### src/tgpr_pkg.sv
// tgpr_pkg: shared types, constants and font functions for the glyph pixel renderer.
// No dependencies; used by every module of the block.
package tgpr_pkg;

	localparam int COORD_BITS  = 10;
	localparam int GLYPH_COLS  = 5;
	localparam int GLYPH_ROWS  = 7;
	localparam int GLYPH_BITS  = GLYPH_COLS * GLYPH_ROWS;
	localparam int COL_BITS    = $clog2(GLYPH_COLS);
	localparam int ROW_BITS    = $clog2(GLYPH_ROWS);
	localparam int BIT_BITS    = $clog2(GLYPH_BITS);
	localparam int GLYPH_CNT   = 39;
	localparam int IDX_BITS    = $clog2(GLYPH_CNT);
	localparam int QUEUE_DEPTH = 2;

	typedef logic [COORD_BITS-1:0] coord_t;
	typedef logic [IDX_BITS-1:0]   glyph_idx_t;
	typedef logic [GLYPH_BITS-1:0] glyph_bits_t;

	localparam coord_t COORD_MAX = {COORD_BITS{1'b1}};
	localparam coord_t ADVANCE_X = coord_t'(6);
	localparam coord_t ADVANCE_Y = coord_t'(8);

	localparam glyph_idx_t IDX_COLON    = glyph_idx_t'(10);
	localparam glyph_idx_t IDX_SEMI     = glyph_idx_t'(11);
	localparam glyph_idx_t IDX_SPACE    = glyph_idx_t'(12);
	localparam glyph_idx_t IDX_LETTER_A = glyph_idx_t'(13);

	localparam logic [7:0] CODE_NEWLINE = 8'h0A;
	localparam logic [7:0] CODE_ZERO    = 8'h30;
	localparam logic [7:0] CODE_NINE    = 8'h39;
	localparam logic [7:0] CODE_COLON   = 8'h3A;
	localparam logic [7:0] CODE_SEMI    = 8'h3B;
	localparam logic [7:0] CODE_UPPER_A = 8'h41;
	localparam logic [7:0] CODE_UPPER_Z = 8'h5A;
	localparam logic [7:0] CODE_LOWER_A = 8'h61;
	localparam logic [7:0] CODE_LOWER_Z = 8'h7A;

	typedef struct packed {
		logic [7:0] char_code;
		logic       start_string;
		coord_t     origin_x;
		coord_t     origin_y;
		logic [7:0] ink_color;
	} in_word_t;

	typedef struct packed {
		coord_t     pixel_x;
		coord_t     pixel_y;
		logic [7:0] pixel_color;
		logic       last_pixel;
	} out_word_t;

	typedef struct packed {
		glyph_idx_t glyph_idx;
		coord_t     base_x;
		coord_t     base_y;
		logic [7:0] color;
	} cmd_t;

	function automatic coord_t sat_add(input coord_t base, input coord_t step);
		logic [COORD_BITS:0] s;
		s = {1'b0, base} + {1'b0, step};
		return s[COORD_BITS] ? COORD_MAX : s[COORD_BITS-1:0];
	endfunction

	function automatic glyph_idx_t glyph_index(input logic [7:0] code);
		logic [7:0] d;
		d = 8'h00;
		if (code >= CODE_ZERO && code <= CODE_NINE) begin
			d = code - CODE_ZERO;
			return glyph_idx_t'(d);
		end
		if (code >= CODE_UPPER_A && code <= CODE_UPPER_Z) begin
			d = code - CODE_UPPER_A;
			return IDX_LETTER_A + glyph_idx_t'(d);
		end
		if (code >= CODE_LOWER_A && code <= CODE_LOWER_Z) begin
			d = code - CODE_LOWER_A;
			return IDX_LETTER_A + glyph_idx_t'(d);
		end
		if (code == CODE_COLON) return IDX_COLON;
		if (code == CODE_SEMI) return IDX_SEMI;
		return IDX_SPACE;
	endfunction

	// column c occupies bits [c*7 +: 7], row 0 at the lowest bit
	function automatic glyph_bits_t pack5(input logic [7:0] c0, input logic [7:0] c1,
		input logic [7:0] c2, input logic [7:0] c3, input logic [7:0] c4);
		return {c4[6:0], c3[6:0], c2[6:0], c1[6:0], c0[6:0]};
	endfunction

	function automatic glyph_bits_t glyph_font(input glyph_idx_t idx);
		glyph_bits_t g;
		case (idx)
			6'd0:  g = pack5(8'h3E, 8'h51, 8'h49, 8'h45, 8'h3E);
			6'd1:  g = pack5(8'h00, 8'h42, 8'h7F, 8'h40, 8'h00);
			6'd2:  g = pack5(8'h42, 8'h61, 8'h51, 8'h49, 8'h46);
			6'd3:  g = pack5(8'h21, 8'h41, 8'h45, 8'h4B, 8'h31);
			6'd4:  g = pack5(8'h18, 8'h14, 8'h12, 8'h7F, 8'h10);
			6'd5:  g = pack5(8'h27, 8'h45, 8'h45, 8'h45, 8'h39);
			6'd6:  g = pack5(8'h3C, 8'h4A, 8'h49, 8'h49, 8'h30);
			6'd7:  g = pack5(8'h01, 8'h71, 8'h09, 8'h05, 8'h03);
			6'd8:  g = pack5(8'h36, 8'h49, 8'h49, 8'h49, 8'h36);
			6'd9:  g = pack5(8'h06, 8'h49, 8'h49, 8'h29, 8'h1E);
			6'd10: g = pack5(8'h00, 8'h36, 8'h36, 8'h00, 8'h00);
			6'd11: g = pack5(8'h00, 8'h56, 8'h36, 8'h00, 8'h00);
			6'd13: g = pack5(8'h7E, 8'h11, 8'h11, 8'h11, 8'h7E);
			6'd14: g = pack5(8'h7F, 8'h49, 8'h49, 8'h49, 8'h36);
			6'd15: g = pack5(8'h3E, 8'h41, 8'h41, 8'h41, 8'h22);
			6'd16: g = pack5(8'h7F, 8'h41, 8'h41, 8'h22, 8'h1C);
			6'd17: g = pack5(8'h7F, 8'h49, 8'h49, 8'h49, 8'h41);
			6'd18: g = pack5(8'h7F, 8'h09, 8'h09, 8'h09, 8'h01);
			6'd19: g = pack5(8'h3E, 8'h41, 8'h49, 8'h49, 8'h7A);
			6'd20: g = pack5(8'h7F, 8'h08, 8'h08, 8'h08, 8'h7F);
			6'd21: g = pack5(8'h00, 8'h41, 8'h7F, 8'h41, 8'h00);
			6'd22: g = pack5(8'h20, 8'h40, 8'h41, 8'h3F, 8'h01);
			6'd23: g = pack5(8'h7F, 8'h08, 8'h14, 8'h22, 8'h41);
			6'd24: g = pack5(8'h7F, 8'h40, 8'h40, 8'h40, 8'h40);
			6'd25: g = pack5(8'h7F, 8'h02, 8'h0C, 8'h02, 8'h7F);
			6'd26: g = pack5(8'h7F, 8'h04, 8'h08, 8'h10, 8'h7F);
			6'd27: g = pack5(8'h3E, 8'h41, 8'h41, 8'h41, 8'h3E);
			6'd28: g = pack5(8'h7F, 8'h09, 8'h09, 8'h09, 8'h06);
			6'd29: g = pack5(8'h3E, 8'h41, 8'h51, 8'h21, 8'h5E);
			6'd30: g = pack5(8'h7F, 8'h09, 8'h19, 8'h29, 8'h46);
			6'd31: g = pack5(8'h46, 8'h49, 8'h49, 8'h49, 8'h31);
			6'd32: g = pack5(8'h01, 8'h01, 8'h7F, 8'h01, 8'h01);
			6'd33: g = pack5(8'h3F, 8'h40, 8'h40, 8'h40, 8'h3F);
			6'd34: g = pack5(8'h1F, 8'h20, 8'h40, 8'h20, 8'h1F);
			6'd35: g = pack5(8'h3F, 8'h40, 8'h38, 8'h40, 8'h3F);
			6'd36: g = pack5(8'h63, 8'h14, 8'h08, 8'h14, 8'h63);
			6'd37: g = pack5(8'h07, 8'h08, 8'h70, 8'h08, 8'h07);
			6'd38: g = pack5(8'h61, 8'h51, 8'h49, 8'h45, 8'h43);
			default: g = '0;
		endcase
		return g;
	endfunction

endpackage

### src/tgpr_front.sv
// tgpr_front: accepts character words, keeps the text cursor and margin, and
// issues one draw command per visible glyph. Depends on tgpr_pkg.
module tgpr_front (
	input  logic              clk,
	input  logic              arst_n,
	input  tgpr_pkg::in_word_t item,
	input  logic              accept,
	output logic              cmd_push,
	output tgpr_pkg::cmd_t    cmd
);

	tgpr_pkg::coord_t cursor_col_q, cursor_row_q, left_margin_q;
	tgpr_pkg::coord_t col_eff, row_eff, margin_eff;
	tgpr_pkg::glyph_idx_t idx;
	logic is_newline;

	always_comb begin
		col_eff    = item.start_string ? item.origin_x : cursor_col_q;
		row_eff    = item.start_string ? item.origin_y : cursor_row_q;
		margin_eff = item.start_string ? item.origin_x : left_margin_q;
		is_newline = (item.char_code == tgpr_pkg::CODE_NEWLINE);
		idx        = tgpr_pkg::glyph_index(item.char_code);
		cmd.glyph_idx = idx;
		cmd.base_x    = col_eff;
		cmd.base_y    = row_eff;
		cmd.color     = item.ink_color;
		cmd_push   = accept && !is_newline && (idx != tgpr_pkg::IDX_SPACE);
	end

	always_ff @(posedge clk or negedge arst_n) begin
		if (!arst_n) begin
			cursor_col_q  <= '0;
			cursor_row_q  <= '0;
			left_margin_q <= '0;
		end else if (accept) begin
			left_margin_q <= margin_eff;
			if (is_newline) begin
				cursor_row_q <= tgpr_pkg::sat_add(row_eff, tgpr_pkg::ADVANCE_Y);
				cursor_col_q <= margin_eff;
			end else begin
				cursor_row_q <= row_eff;
				cursor_col_q <= tgpr_pkg::sat_add(col_eff, tgpr_pkg::ADVANCE_X);
			end
		end
	end

endmodule

### src/tgpr_cmd_queue.sv
// tgpr_cmd_queue: short command queue between the front and the pixel scanner.
// Depends on tgpr_pkg.
module tgpr_cmd_queue (
	input  logic           clk,
	input  logic           arst_n,
	input  logic           push,
	input  tgpr_pkg::cmd_t wdata,
	output logic           full,
	input  logic           pop,
	output tgpr_pkg::cmd_t rdata,
	output logic           empty
);

	localparam int PTR_BITS = (tgpr_pkg::QUEUE_DEPTH > 1) ? $clog2(tgpr_pkg::QUEUE_DEPTH) : 1;
	localparam int CNT_BITS = $clog2(tgpr_pkg::QUEUE_DEPTH + 1);
	localparam logic [PTR_BITS-1:0] PTR_LAST = PTR_BITS'(tgpr_pkg::QUEUE_DEPTH - 1);
	localparam logic [CNT_BITS-1:0] CNT_FULL = CNT_BITS'(tgpr_pkg::QUEUE_DEPTH);

	tgpr_pkg::cmd_t mem_q [tgpr_pkg::QUEUE_DEPTH];
	logic [PTR_BITS-1:0] wr_ptr_q, rd_ptr_q;
	logic [CNT_BITS-1:0] count_q;
	logic do_push, do_pop;

	assign full    = (count_q == CNT_FULL);
	assign empty   = (count_q == '0);
	assign do_push = push && !full;
	assign do_pop  = pop && !empty;
	assign rdata   = mem_q[rd_ptr_q];

	always_ff @(posedge clk) begin
		if (do_push) begin
			mem_q[wr_ptr_q] <= wdata;
		end
	end

	always_ff @(posedge clk or negedge arst_n) begin
		if (!arst_n) begin
			wr_ptr_q <= '0;
			rd_ptr_q <= '0;
			count_q  <= '0;
		end else begin
			if (do_push) begin
				wr_ptr_q <= (wr_ptr_q == PTR_LAST) ? '0 : wr_ptr_q + 1'b1;
			end
			if (do_pop) begin
				rd_ptr_q <= (rd_ptr_q == PTR_LAST) ? '0 : rd_ptr_q + 1'b1;
			end
			if (do_push && !do_pop) begin
				count_q <= count_q + 1'b1;
			end else if (do_pop && !do_push) begin
				count_q <= count_q - 1'b1;
			end
		end
	end

endmodule

### src/tgpr_back.sv
// tgpr_back: scans a glyph column by column, top row first, and emits one
// pixel word per lit on-screen bit through an output register. Depends on tgpr_pkg.
module tgpr_back (
	input  logic               clk,
	input  logic               arst_n,
	input  tgpr_pkg::cmd_t     cmd,
	input  logic               cmd_empty,
	output logic               cmd_pop,
	output tgpr_pkg::out_word_t pixel,
	output logic               empty,
	input  logic               pop
);

	typedef enum logic [1:0] {
		ST_IDLE = 2'b01,
		ST_SCAN = 2'b10
	} back_state_t;

	localparam logic [tgpr_pkg::ROW_BITS-1:0] ROW_LAST =
		tgpr_pkg::ROW_BITS'(tgpr_pkg::GLYPH_ROWS - 1);

	back_state_t state_q;
	tgpr_pkg::glyph_bits_t mask_q, load_mask, glyph, rest;
	logic [tgpr_pkg::COL_BITS-1:0] col_q;
	logic [tgpr_pkg::ROW_BITS-1:0] row_q;
	logic [tgpr_pkg::BIT_BITS-1:0] bit_q;
	tgpr_pkg::coord_t base_x_q, base_y_q;
	logic [7:0] color_q;
	tgpr_pkg::out_word_t out_q;
	logic out_valid_q;
	logic advance, lit;
	logic [tgpr_pkg::GLYPH_COLS-1:0] col_ok;
	logic [tgpr_pkg::GLYPH_ROWS-1:0] row_ok;

	assign empty   = !out_valid_q;
	assign pixel   = out_q;
	assign advance = !out_valid_q || pop;
	assign cmd_pop = (state_q == ST_IDLE) && !cmd_empty;

	// drop bits whose pixel would fall beyond the last coordinate
	always_comb begin
		glyph = tgpr_pkg::glyph_font(cmd.glyph_idx);
		for (int c = 0; c < tgpr_pkg::GLYPH_COLS; c++) begin
			col_ok[c] = ({1'b0, cmd.base_x} + (tgpr_pkg::COORD_BITS+1)'(c))
				<= {1'b0, tgpr_pkg::COORD_MAX};
		end
		for (int r = 0; r < tgpr_pkg::GLYPH_ROWS; r++) begin
			row_ok[r] = ({1'b0, cmd.base_y} + (tgpr_pkg::COORD_BITS+1)'(r))
				<= {1'b0, tgpr_pkg::COORD_MAX};
		end
		for (int c = 0; c < tgpr_pkg::GLYPH_COLS; c++) begin
			for (int r = 0; r < tgpr_pkg::GLYPH_ROWS; r++) begin
				load_mask[c*tgpr_pkg::GLYPH_ROWS + r] =
					glyph[c*tgpr_pkg::GLYPH_ROWS + r] && col_ok[c] && row_ok[r];
			end
		end
	end

	always_comb begin
		lit  = mask_q[bit_q];
		rest = mask_q;
		rest[bit_q] = 1'b0;
	end

	always_ff @(posedge clk) begin
		if (cmd_pop) begin
			base_x_q <= cmd.base_x;
			base_y_q <= cmd.base_y;
			color_q  <= cmd.color;
		end
		if (state_q == ST_SCAN && advance && lit) begin
			out_q.pixel_x     <= base_x_q + tgpr_pkg::coord_t'(col_q);
			out_q.pixel_y     <= base_y_q + tgpr_pkg::coord_t'(row_q);
			out_q.pixel_color <= color_q;
			out_q.last_pixel  <= (rest == '0);
		end
	end

	always_ff @(posedge clk or negedge arst_n) begin
		if (!arst_n) begin
			state_q     <= ST_IDLE;
			mask_q      <= '0;
			col_q       <= '0;
			row_q       <= '0;
			bit_q       <= '0;
			out_valid_q <= 1'b0;
		end else begin
			case (state_q)
				ST_IDLE: begin
					if (pop) begin
						out_valid_q <= 1'b0;
					end
					if (cmd_pop && load_mask != '0) begin
						mask_q  <= load_mask;
						col_q   <= '0;
						row_q   <= '0;
						bit_q   <= '0;
						state_q <= ST_SCAN;
					end
				end
				ST_SCAN: begin
					if (advance) begin
						out_valid_q <= lit;
						mask_q      <= rest;
						bit_q       <= bit_q + 1'b1;
						if (row_q == ROW_LAST) begin
							row_q <= '0;
							col_q <= col_q + 1'b1;
						end else begin
							row_q <= row_q + 1'b1;
						end
						if (rest == '0) begin
							state_q <= ST_IDLE;
						end
					end
				end
				default: begin
					state_q <= ST_IDLE;
				end
			endcase
		end
	end

endmodule

### src/text_glyph_pixel_renderer.sv
// Each accepted character word is classified by the front, which moves the
// cursor at once; a glyph is then loaded into the scanner, which steps through
// the glyph bit positions one bit per cycle while its output is not stalled, up
// to its last lit on-screen pixel. Newlines, spaces and unknown codes are
// handled at the front alone and emit nothing. A two-entry command queue lets
// the front take further words while the scanner is busy.
// Depends on tgpr_pkg, tgpr_front, tgpr_cmd_queue and tgpr_back.
module text_glyph_pixel_renderer (
	input  logic                clk,
	input  logic                arst_n,
	input  logic                push,
	output logic                full,
	input  tgpr_pkg::in_word_t  item,
	output logic                empty,
	input  logic                pop,
	output tgpr_pkg::out_word_t pixel
);

	logic q_push, q_full, q_pop, q_empty;
	tgpr_pkg::cmd_t q_wdata, q_rdata;

	assign full = q_full;

	tgpr_front u_front (
		.clk      (clk),
		.arst_n   (arst_n),
		.item     (item),
		.accept   (push && !q_full),
		.cmd_push (q_push),
		.cmd      (q_wdata)
	);

	tgpr_cmd_queue u_queue (
		.clk    (clk),
		.arst_n (arst_n),
		.push   (q_push),
		.wdata  (q_wdata),
		.full   (q_full),
		.pop    (q_pop),
		.rdata  (q_rdata),
		.empty  (q_empty)
	);

	tgpr_back u_back (
		.clk       (clk),
		.arst_n    (arst_n),
		.cmd       (q_rdata),
		.cmd_empty (q_empty),
		.cmd_pop   (q_pop),
		.pixel     (pixel),
		.empty     (empty),
		.pop       (pop)
	);

endmodule
### config.mk
export PLATFORM = sky130hd
export DESIGN_NAME = text_glyph_pixel_renderer
export DESIGN_NICKNAME = d
export VERILOG_FILES = /design/src/tgpr_pkg.sv /design/src/tgpr_front.sv /design/src/tgpr_cmd_queue.sv /design/src/tgpr_back.sv /design/src/text_glyph_pixel_renderer.sv
export SDC_FILE = /design/constraint.sdc
export NUM_CORES = 1
export LEC_CHECK = 0
export ABC_AREA = 1
export CAP_MARGIN = 20
export CORE_MARGIN = 4
export CORE_UTILIZATION = 50
export DETAILED_ROUTE_END_ITERATION = 16
export DONT_BUFFER_PORTS = 1
export GPL_TIMING_DRIVEN = 0
export PLACE_DENSITY = 0.66
export SLEW_MARGIN = 20
export SYNTH_ARGS = -nofsm -noshare
export SYNTH_HDL_FRONTEND = slang
export SYNTH_SLANG_ARGS = --single-unit
### constraint.sdc
create_clock -name clk -period 3.18 [get_ports clk]
set_input_delay 0.159 -clock clk [delete_from_list [all_inputs] [get_ports clk]]
set_output_delay 0.159 -clock clk [all_outputs]
set_load 0.01 [all_outputs]
After elaboration in Yosys (flattened, before gate mapping) --
Memories as Yosys holds them, arrays and structs flattened. Index checks and enable logic that the tools add are counted. W data, S select, Z words.
Storage, ports and cells: bits in read-only memories 2240, output and inout bits 31, register bits 141, memory bits (writable) 68, bits of input ports 41, memories kept 2
Operators by class: eq/ne operators 13, add/sub/neg operators 26, mux-type cells 62, bitwise gates (word level) 2, reduce and logical (&&, ||, !) cells 101, $lt $le $gt $ge 20
Memory list:
- (name not given) | depth 64, width 35, rd ports 1, clocked after memory_dff 0, wr ports 0, line tgpr_pkg.sv:95 | case (idx)
- u_queue.mem_q | depth 2, width 34, rd ports 1, clocked after memory_dff 0, wr ports 1, line tgpr_cmd_queue.sv:19 | tgpr_pkg::cmd_t mem_q [tgpr_pkg::QUEUE_DEPTH];
Operators by type and width (count):
- $le A11 B10 Y1 const B | 10
- $logic_and A1 B1 Y1 | 85
- $mux W6 | 12
- $mux W10 | 7
- $mux W35 | 2
- $pmux W35 S2 | 1
- $add A10 B3 Y11 const B | 5
- $add A10 B2 Y11 const B | 4
- $and A35 B35 Y35 | 1
- $logic_not A35 Y1 | 1
- $not A35 Y35 | 1
- $reduce_bool A35 Y1 | 1
- $mux W1 | 23
- $add A10 B1 Y11 const B | 2
- $add A10 B3 Y10 | 2
- $le A10 B10 Y1 const B | 2
- $eq A8 B6 Y1 const B | 2
- $ge A8 B7 Y1 const B | 2
- $le A8 B7 Y1 const B | 2
- $mux W3 | 5
- $add A4 B6 Y6 const A | 2
- $pmux W3 S2 | 2
- $pmux W6 S2 | 1
- $sub A6 B6 Y6 const B | 2
- other kinds (29) | 47

Depth between registers and ports, before layout --
Gate-level depths: netlist (run 1).
depth in word-level cells 25, mapped depth 30

By module --
A second synthesis (run 1) with hierarchy kept.
Unflattened totals: cell total of the unflattened synthesis 1926, area total of the unflattened synthesis 14211.1 µm²
By module, submodules not included:
- tgpr_back | cells each 1353, instances 1, area an instance 8948.6 µm²
- tgpr_cmd_queue | cells each 209, instances 1, area an instance 2711.4 µm²
- tgpr_front | cells each 362, instances 1, area an instance 2541.2 µm²
- text_glyph_pixel_renderer | cells each 2, instances 1, area an instance 10.0 µm²

Least setup slack after synthesis (run 1) --
No wires, ideal clock.
path type in2reg, start in item[31] (netlist name), end mem u_queue.mem_q[0][0] (netlist name) (enable), buffers on the path 0, slack -0.292 ns, library setup time 0.425 ns, arrival time 3.047 ns, stages 13, data required time 2.755 ns, path through inv_1 -> ha_1 -> nand2_1 -> nand2_1 -> o311ai_0 -> nand4_1 -> nand2_1 -> nor2_1 -> o21ai_0 -> nor2_1 -> nand2_1 -> o21ai_0 -> nor2_1
RTL lines:
- start: declaration | line text_glyph_pixel_renderer.sv:13 | input tgpr_pkg::in_word_t item,
- end: declaration | line tgpr_cmd_queue.sv:19

Worst setup path in the final report (run 1) --
start reg u_queue.rd_ptr_q, end reg u_back.bit_q[0] (netlist name)
Between the ends: longest elaborated chain between the ends 9
RTL lines:
- start: declaration | line tgpr_cmd_queue.sv:20 | logic [PTR_BITS-1:0] wr_ptr_q, rd_ptr_q;
- start signal: assignment | line tgpr_cmd_queue.sv:46 | rd_ptr_q <= (rd_ptr_q == PTR_LAST) ? '0 : rd_ptr_q + 1'b1;
- $mem_v2 Z2 W34 (*)
- $add A10 B1 Y11 (tied with other cells) | line tgpr_back.sv:44 | col_ok[c] = ({1'b0, cmd.base_x} + (tgpr_pkg::COORD_BITS+1)'(c))
- $le A11 B10 Y1 | line tgpr_back.sv:45 | <= {1'b0, tgpr_pkg::COORD_MAX};
- $logic_and A1 B1 Y1 (2 in series) | line tgpr_back.sv:54 | glyph[c*tgpr_pkg::GLYPH_ROWS + r] && col_ok[c] && row_ok[r];
- $reduce_bool A35 Y1 (*) | line tgpr_back.sv:93 | if (cmd_pop && load_mask != '0) begin
- $logic_and A1 B1 Y1 (*) | line tgpr_back.sv:93
- $ne A2 B2 Y1 (no line) (*)
- $reduce_and A3 Y1 (no line) (*)
- end signal: assignment | line tgpr_back.sv:105 | bit_q <= bit_q + 1'b1;
- end: declaration | line tgpr_back.sv:26 | logic [tgpr_pkg::BIT_BITS-1:0] bit_q;
Every way passes the cells marked *; elsewhere a longest branch is shown, timed or not. A chain may end at the register's enable or synchronous reset.

==> results.md, run 1 <==
* Slew headroom at 0.430
* PwrDens at 1120 nW/µm²
* Top cells by count, synth: nand2_1, inv_1, nor2_1, edfxtp_1, o21ai_0
* Die Wd at 176 µm
* Synthesized area per cell at 7.49 µm²
* Routed wire length at 45.1 mm
* Synth Cell Area at 14,200 µm²
* Initial core utilization at 0.509
* Worst hold path type: input pin to register
* Post-synth top area share at 0.264
* Synth cell types at 59
* Yosys reg bits at 209
* I/O pin count at 72
* Global route overflow at 0
* Area grow syn2layout at 25.9%
* VDD IR-drop max at 0.540 mV
* Count of mapped cells out of synthesis at 1,896
* Dpl ws at -1.00 ns
* Sequential cell area at 5860 µm²
* Most common cell in the netlist: nand2_1
* Largest net degree at the start of global routing at 85
* Die height at 176 µm
* Total CTS buffers at 24
* Diodes inserted at 0
* Leak at 8.09 nW
* CP Data Arrival Time at 4.03 ns
* Max Root-Sink Buffers at 3
* CTS tree: yes
* Syn nets at 1,994
* Fraction of layout cells with a size suffix above 1 at 0.201
* Synth warnings at 0
* Final slew viol count at 0
* RSZ-0062 raised after global routing: yes
* # Max-Cap Violations at 0
* CTS root buffer: clkbuf_16
* Worst Skew at 0.0225 ns
* Endpoints failing hold at 0
* Final ANT Viol Nets at 0
* Clk slew on worst S/H paths at 0.06 ns
* CP Capture Type: register
* Vias in the first global route at 13,200
* Worst-Margin Slew at 0.848 ns
* Required @ worst endpoint at 3.61 ns
* Post-synth top area cell: edfxtp_1
* Setup Viol. Count Final at 49
* Area of the multi-input gates at 8090 µm²
* Detailed Routing Iterations Pass 1 at 6
* Row cnt at 61
* Final cell count without fillers at 2,449
* Total GRT Usage at 0.281
* Detailed Place HPWL at 31.4 mm
* Nets at 2,151
* Dpl cell area at 14,800 µm²
* Synth top area cells: edfxtp_1, nand2_1, dfrtp_1
* Vias post-DR at 13,900
* WL/cell at 18.4 µm
* Top FF cell, synth: edfxtp_1
* F_max at 277 MHz
* Clock Latency Late Sink at 0.54 ns
* Total power at 19.9 mW
* Asr flop ratio synth at 0.402
* CP Max Fanout at 8
* Final setup margin at -0.424 ns
* Final core occ at 0.642
* First-pass GRT wire length at 70.3 mm
* Core Region at 27,900 µm²
* Critical path startpoint category: register
* Run status: finished with violations
* H-tree depth at 1
* Final RePlAce weighted congestion at 0.983
* Clock sinks at 209
* Port Buffers at 0
* WS Path Type: register to register
* Failing checks: setup timing
* Post-DR vias/cell at 5.68
* EDFF count, synth at 125
* Dpl cells at 2,277
* Fill count at 2,369
* Starting DRT DRC Count at 1,461
* Sequential fraction of the synthesis area at 0.413
* DRC violations left at 0
* Initial antenna violation count at 0
* Fin crit share at 1.13
* Min cycle time layout at 3.60 ns
* Die footprint at 31,100 µm²
* Final Cell Area at 17,900 µm²
[layout by cell type (no fill, tap or decap), types with 11 or more instances in the layout]
cell,instances
nand2_1,520
inv_1,188
edfxtp_1,125
nor2_1,117
o21ai_0,112
nand3_1,102
buf_4,89
dfrtp_1,83
a21oi_1,77
nand4_1,77
nand2_2,62
ha_1,42
clkbuf_1,31
xor2_1,27
clkbuf_16,25
nand2_4,22
nor2_2,22
dlygate4sd3_1,22
nand3_2,20
buf_6,19
o21ai_1,19
nor3_1,16
nor2_4,15
inv_2,14
buf_2,13
a21boi_0,13
or2_2,11
ha_4,11
[worst paths after layout]
| check | to | from | cells after the start | slack [ns] |
|---|---|---|---|---|
| worst max register to register | u_back.bit_q[0] | u_queue.rd_ptr_q | 25 | -0.42 |
| worst max-delay path | u_back.bit_q[0] | u_queue.rd_ptr_q | 25 | -0.42 |
| worst min register to register | u_back.pixel[1] | u_back.color_q[0] | 0 | 0.42 |
| max in group asynchronous | u_front.left_margin_q[1] | arst_n | 2 | 2.58 |
| min in group asynchronous | u_back.col_q[2] | arst_n | 2 | 0.19 |
| worst min-delay path | u_front.left_margin_q[7] | item[25] | 3 | 0.02 |
[power breakdown]
group / switching [mW] / leakage (nW) / internal (mW)
clock network: 1.13 / 0.440 / 1.98
registers: 0.495 / 2.21 / 4.00
logic: 7.67 / 5.43 / 4.66
[stage by stage]
step / setup TNS (ns) / hold WS [ns]
after floorplan: -19.85 / -0.137
after global placement: -172.44 / -0.129
after detailed placement: -54.03 / -0.129
after CTS: -11.38 / 0.00166
after global routing: -25.57 / 0.0226
final: -19.27 / 0.0154
[cells by family after synthesis]
logic type,after synthesis,synth area share
DFF,209,0.413
AOI/OAI and AO/OA,296,0.118
xor gates and xnor gates,34,0.0210
adders and majority gates,57,0.0513
and+or+nand+nor,1016,0.311
muxes,5,0.00353
buffers and inverters,279,0.0825
[worst max-delay path, stage by stage (launching register included)]
cell     delay, ns
dfrtp_1       0.38
buf_8         0.16
buf_12        0.15
buf_12        0.14
o21ai_4       0.27
buf_12        0.15
ha_4          0.22
nand2_4       0.11
nand2_1       0.06
nand2_1       0.09
o21ai_0       0.11
nand2_1       0.10
nand3_1       0.13
a21oi_2       0.22
nand3_4       0.11
nand2_1       0.11
nor2_2        0.05
nand2_2       0.07
nor2_2        0.05
nand2_2       0.12
nand2_4       0.10
nand2_8       0.13
nand3_4       0.17
buf_6         0.20
nand2_1       0.05
nand2_1       0.05
[registers in the layout (all words and copies together) (netlist names)]
register,cells
u_back.bit_q,6
u_queue.rd_ptr_q,1
u_back.mask_q,35
u_back.state_q,2
u_back.row_q,3
u_front.cursor_row_q,10
u_queue.wr_ptr_q,1
u_front.cursor_col_q,10
u_queue.mem_q,68
u_back.color_q,8
u_back.base_y_q,10
u_back.pixel,29
u_back.base_x_q,10
u_back.col_q,3
u_queue.count_q,2
u_front.left_margin_q,10
u_back.out_valid_q,1
[routing by layer]
metal / GRT usage / wire, µm / vias up
met3: 0.0332 / 3020 / 143
met5: 0 / 0 / -
met4: 0.104 / 1990 / 0
li1: - / - / 6648
met1: 0.395 / 19800 / 6503
met2: 0.450 / 20300 / 618
[layout make-up]
cell class / instances / share of cell area
buffer: 69 / 0.0268
clock buffer: 28 / 0.0350
clock inverter: 16 / 0.0152
inverter: 210 / 0.0456
multi-input combinational: 1411 / 0.453
sequential: 209 / 0.328
tap: 378 / 0.0265
timing repair buffer: 128 / 0.0705
[what timing repair did]
action / CTS / global route
setup endpoints to repair: 79 / 79
hold endpoints to repair: 124 / 0
pin swaps: 58 / 68
setup buffers: 70 / 23
cloned: 11 / 1
hold buffers: 23 / 0
resized for setup: 208 / 85
No activity file was read; power rests on OpenSTA's default activity.
==> run 2: changes to the inputs <==
CELL_PAD_IN_SITES_DETAIL_PLACEMENT = 2   (was default)
CELL_PAD_IN_SITES_GLOBAL_PLACEMENT = 2   (was default)
CORE_UTILIZATION = 38   (was 50)
PLACE_DENSITY = 0.78   (was 0.66)
clock period = 3.7 ns   (was 3.18 ns; I/O delays follow)
==> results.md, run 2 (synthesis gave the netlist of run 1 again) <==
* Total GRT Usage at 0.281 (+0.000585)
* Setup Viol. Count Final at 14 (-71%)
* Final slew viol count at 0 (unchanged)
* Largest reg by FF count: u_queue.mem_q
* Most common cell after layout, fill and taps aside: nand2_1
* Routed wl met2 at 33.1 mm (+63%)
* Clock sinks at 209 (unchanged)
* Final Cell Area at 17,800 µm² (-0.62%)
* CP Data Arrival Time at 4.18 ns (+0.15 ns)
* Max reg flops at 68 (unchanged)
* Final ANT Viol Nets at 0 (unchanged)
* Die footprint at 40,500 µm² (+30%)
* Initial antenna violation count at 0 (unchanged)
* CP Max Fanout at 12 (+4)
* Clk slew on worst S/H paths at 0.06 ns (about the same)
* Min cycle time layout at 3.73 ns (+0.124 ns)
* Reg2reg setup slack at -0.03 ns (+0.40 ns)
* CTS tree: yes
* Die Wd at 201 µm (+14%)
* Initial core utilization at 0.387 (-0.123)
* Hold slack at -0.0109 ns (-0.0264 ns)
* Critical Path End: u_back.mask_q[14]
* Worst Skew at 0.0299 ns (+0.00737 ns)
* Crit path from: u_queue.rd_ptr_q
* Worst reg2reg endpoint: u_back.mask_q[14]
* Fraction of layout cells with a size suffix above 1 at 0.207 (+0.00536)
* WL/cell at 25.6 µm (+39%)
* Area grow syn2layout at 25.1%
* Most frequent cells in the layout: nand2_1, inv_1, edfxtp_1
* First-pass GRT wire length at 90.9 mm (+29%)
* # Max-Cap Violations at 0 (unchanged)
* H-tree depth at 1 (unchanged)
* Starting DRT DRC Count at 881 (-40%)
* Fin crit share at 1.01 (-0.126)
* Total CTS buffers at 25 (+4.2%)
* M1 WL at 27.1 mm (+37%)
* Final setup margin at -0.0277 ns (+0.396 ns)
* Reg2reg start: u_queue.rd_ptr_q
* Worst-Margin Slew at 1.04 ns (+0.190 ns)
* Leak at 7.86 nW (-2.8%)
* Final cell count without fillers at 2,495 (+1.9%)
* Final RePlAce weighted congestion at 0.928 (-5.6%)
* Dpl cells at 2,367 (+4.0%)
* Largest net degree at the start of global routing at 85 (unchanged)
* Max Root-Sink Buffers at 3 (unchanged)
* Max layer used: met4
* Diodes inserted at 0 (unchanged)
* Critical path startpoint category: register
* Global route overflow at 0 (unchanged)
* R2R cell count at 24 (-4.0%)
* Endpoints failing hold at 2 (+2)
* DRC violations left at 0 (unchanged)
* Core Region at 36,700 µm² (+32%)
* F_max at 268 MHz (-3.3%)
* Dpl cell area at 14,900 µm² (+0.75%)
* CTS root buffer: clkbuf_16
* Vias post-DR at 14,400 (+3.3%)
* Port Buffers at 0 (unchanged)
* VDD IR-drop max at 0.452 mV (-16%)
* RSZ-0062 raised after global routing: yes
* Die height at 201 µm (+14%)
* Required @ worst endpoint at 4.15 ns (+0.54 ns)
* Slew headroom at 0.303 (-0.127)
* Detailed Routing Iterations Pass 1 at 5 (-1)
* Worst hold path type: input pin to register
* Routed wire length at 63.9 mm (+42%)
* CP Capture Type: register
* Detailed Place HPWL at 41.9 mm (+33%)
* Failing checks: hold timing, setup timing
* Clock Latency Late Sink at 0.56 ns (+0.02 ns)
* PwrDens at 1010 nW/µm² (-9.5%)
* Vias in the first global route at 15,600 (+18%)
* WS Path Type: register to register
* Row cnt at 70 (+15%)
* Run status: finished with violations
* Post-DR vias/cell at 5.76 (+1.4%)
* Nets at 2,106 (-2.1%)
* I/O pin count at 72 (unchanged)
* Met3 wire length at 2.08 mm (-31%)
-- run 2: cell types whose count changed in the layout (fill, tap and decap cells not counted), sizes merged --
cell | previous run | this run
nand2 | 608 | 606
clkinv | 8 | 9
bufbuf | 2 | 0
dlygate4sd3 | 22 | 15
nand3 | 125 | 124
clkinvlp | 0 | 2
buf | 140 | 101
inv | 211 | 209
bufinv | 7 | 6
clkbuf | 61 | 68
-- run 2: worst min-delay path by stage --
stage | startpoint | end | slack (ns) | depth (start not counted)
global route | item[18] | u_queue.mem_q[0][18] | 0.004 | 2
floorplan | arst_n | u_back.bit_q[0] | -0.11 | 0
finish | item[18] | u_queue.mem_q[0][18] | -0.01 | 2
CTS | item[25] | u_front.left_margin_q[7] | 0.02 | 3
detailed placement | arst_n | u_back.row_q[0] | -0.10 | 0
global placement | arst_n | u_back.row_q[0] | -0.10 | 0
-- run 2: timing repair --
action | in CTS | in global routing
pin swaps | 25 | 60
resized for setup | 126 | 202
endpoints found under the setup margin | 49 | 78
hold buffers | 16 | 0
hold endpoints to repair | 108 | 0
setup buffers | 31 | 30
gates cloned | 1 | 4
-- run 2: critical path, stage by stage, from the launching register on --
cell and delay, ns:
dfrtp_1 0.36, buf_6 0.19, clkinv_8 0.10, clkbuf_16 0.17, nand2_1 0.07, nand2_1 0.11, buf_2 0.28, nand2_1 0.23
nand2_1 0.15, nor3_2 0.32, inv_1 0.10, o21ai_2 0.10, nand3_1 0.20, nand3_1 0.15, nor2_1 0.06, nand3_1 0.09
nor2_2 0.04, nand2_2 0.08, nand2_2 0.08, nand2_4 0.15, nand3_4 0.14, buf_12 0.19, clkbuf_16 0.16, nand2_1 0.06
nand2_1 0.05
-- run 2: per-layer routing --
metal,vias up,track usage
met5,-,0
met4,0,0.0647
met1,7400,0.363
li1,6537,-
met3,93,0.0276
met2,345,0.511
-- run 2: through the flow --
step	utilization	total power [mW]	setup TNS [ns]	worst slack, ns	hold slack [ns]
floorplan	-	9.28	0	0.202	-0.111
global placement	0.403	11.7	-178.69	-1.40	-0.103
detailed placement	0.405	12.2	-41.11	-0.882	-0.101
CTS	0.455	16.0	0	0.00754	0.0165
global route	0.484	19.0	-7.25	-0.197	0.00370
finish	0.484	17.9	-0.176	-0.0277	-0.0109
-- run 2: report_power, final --
group	switching [mW]	internal [mW]	total, mW
combinational	7.43	3.81	11.2
sequential	0.514	3.44	3.96
clock	1.07	1.67	2.73
total	9.01	8.92	17.9
-- run 2: area by class of cell --
type / count / area (µm²)
fillers: 4008 / 18900
multi-input cells: 1408 / 8220
flip-flops and latches: 209 / 5860
repair buffers: 85 / 901
inverters: 210 / 823
clock buffers: 30 / 644
well taps: 468 / 586
plain buffers: 69 / 488
clock inverters: 16 / 244
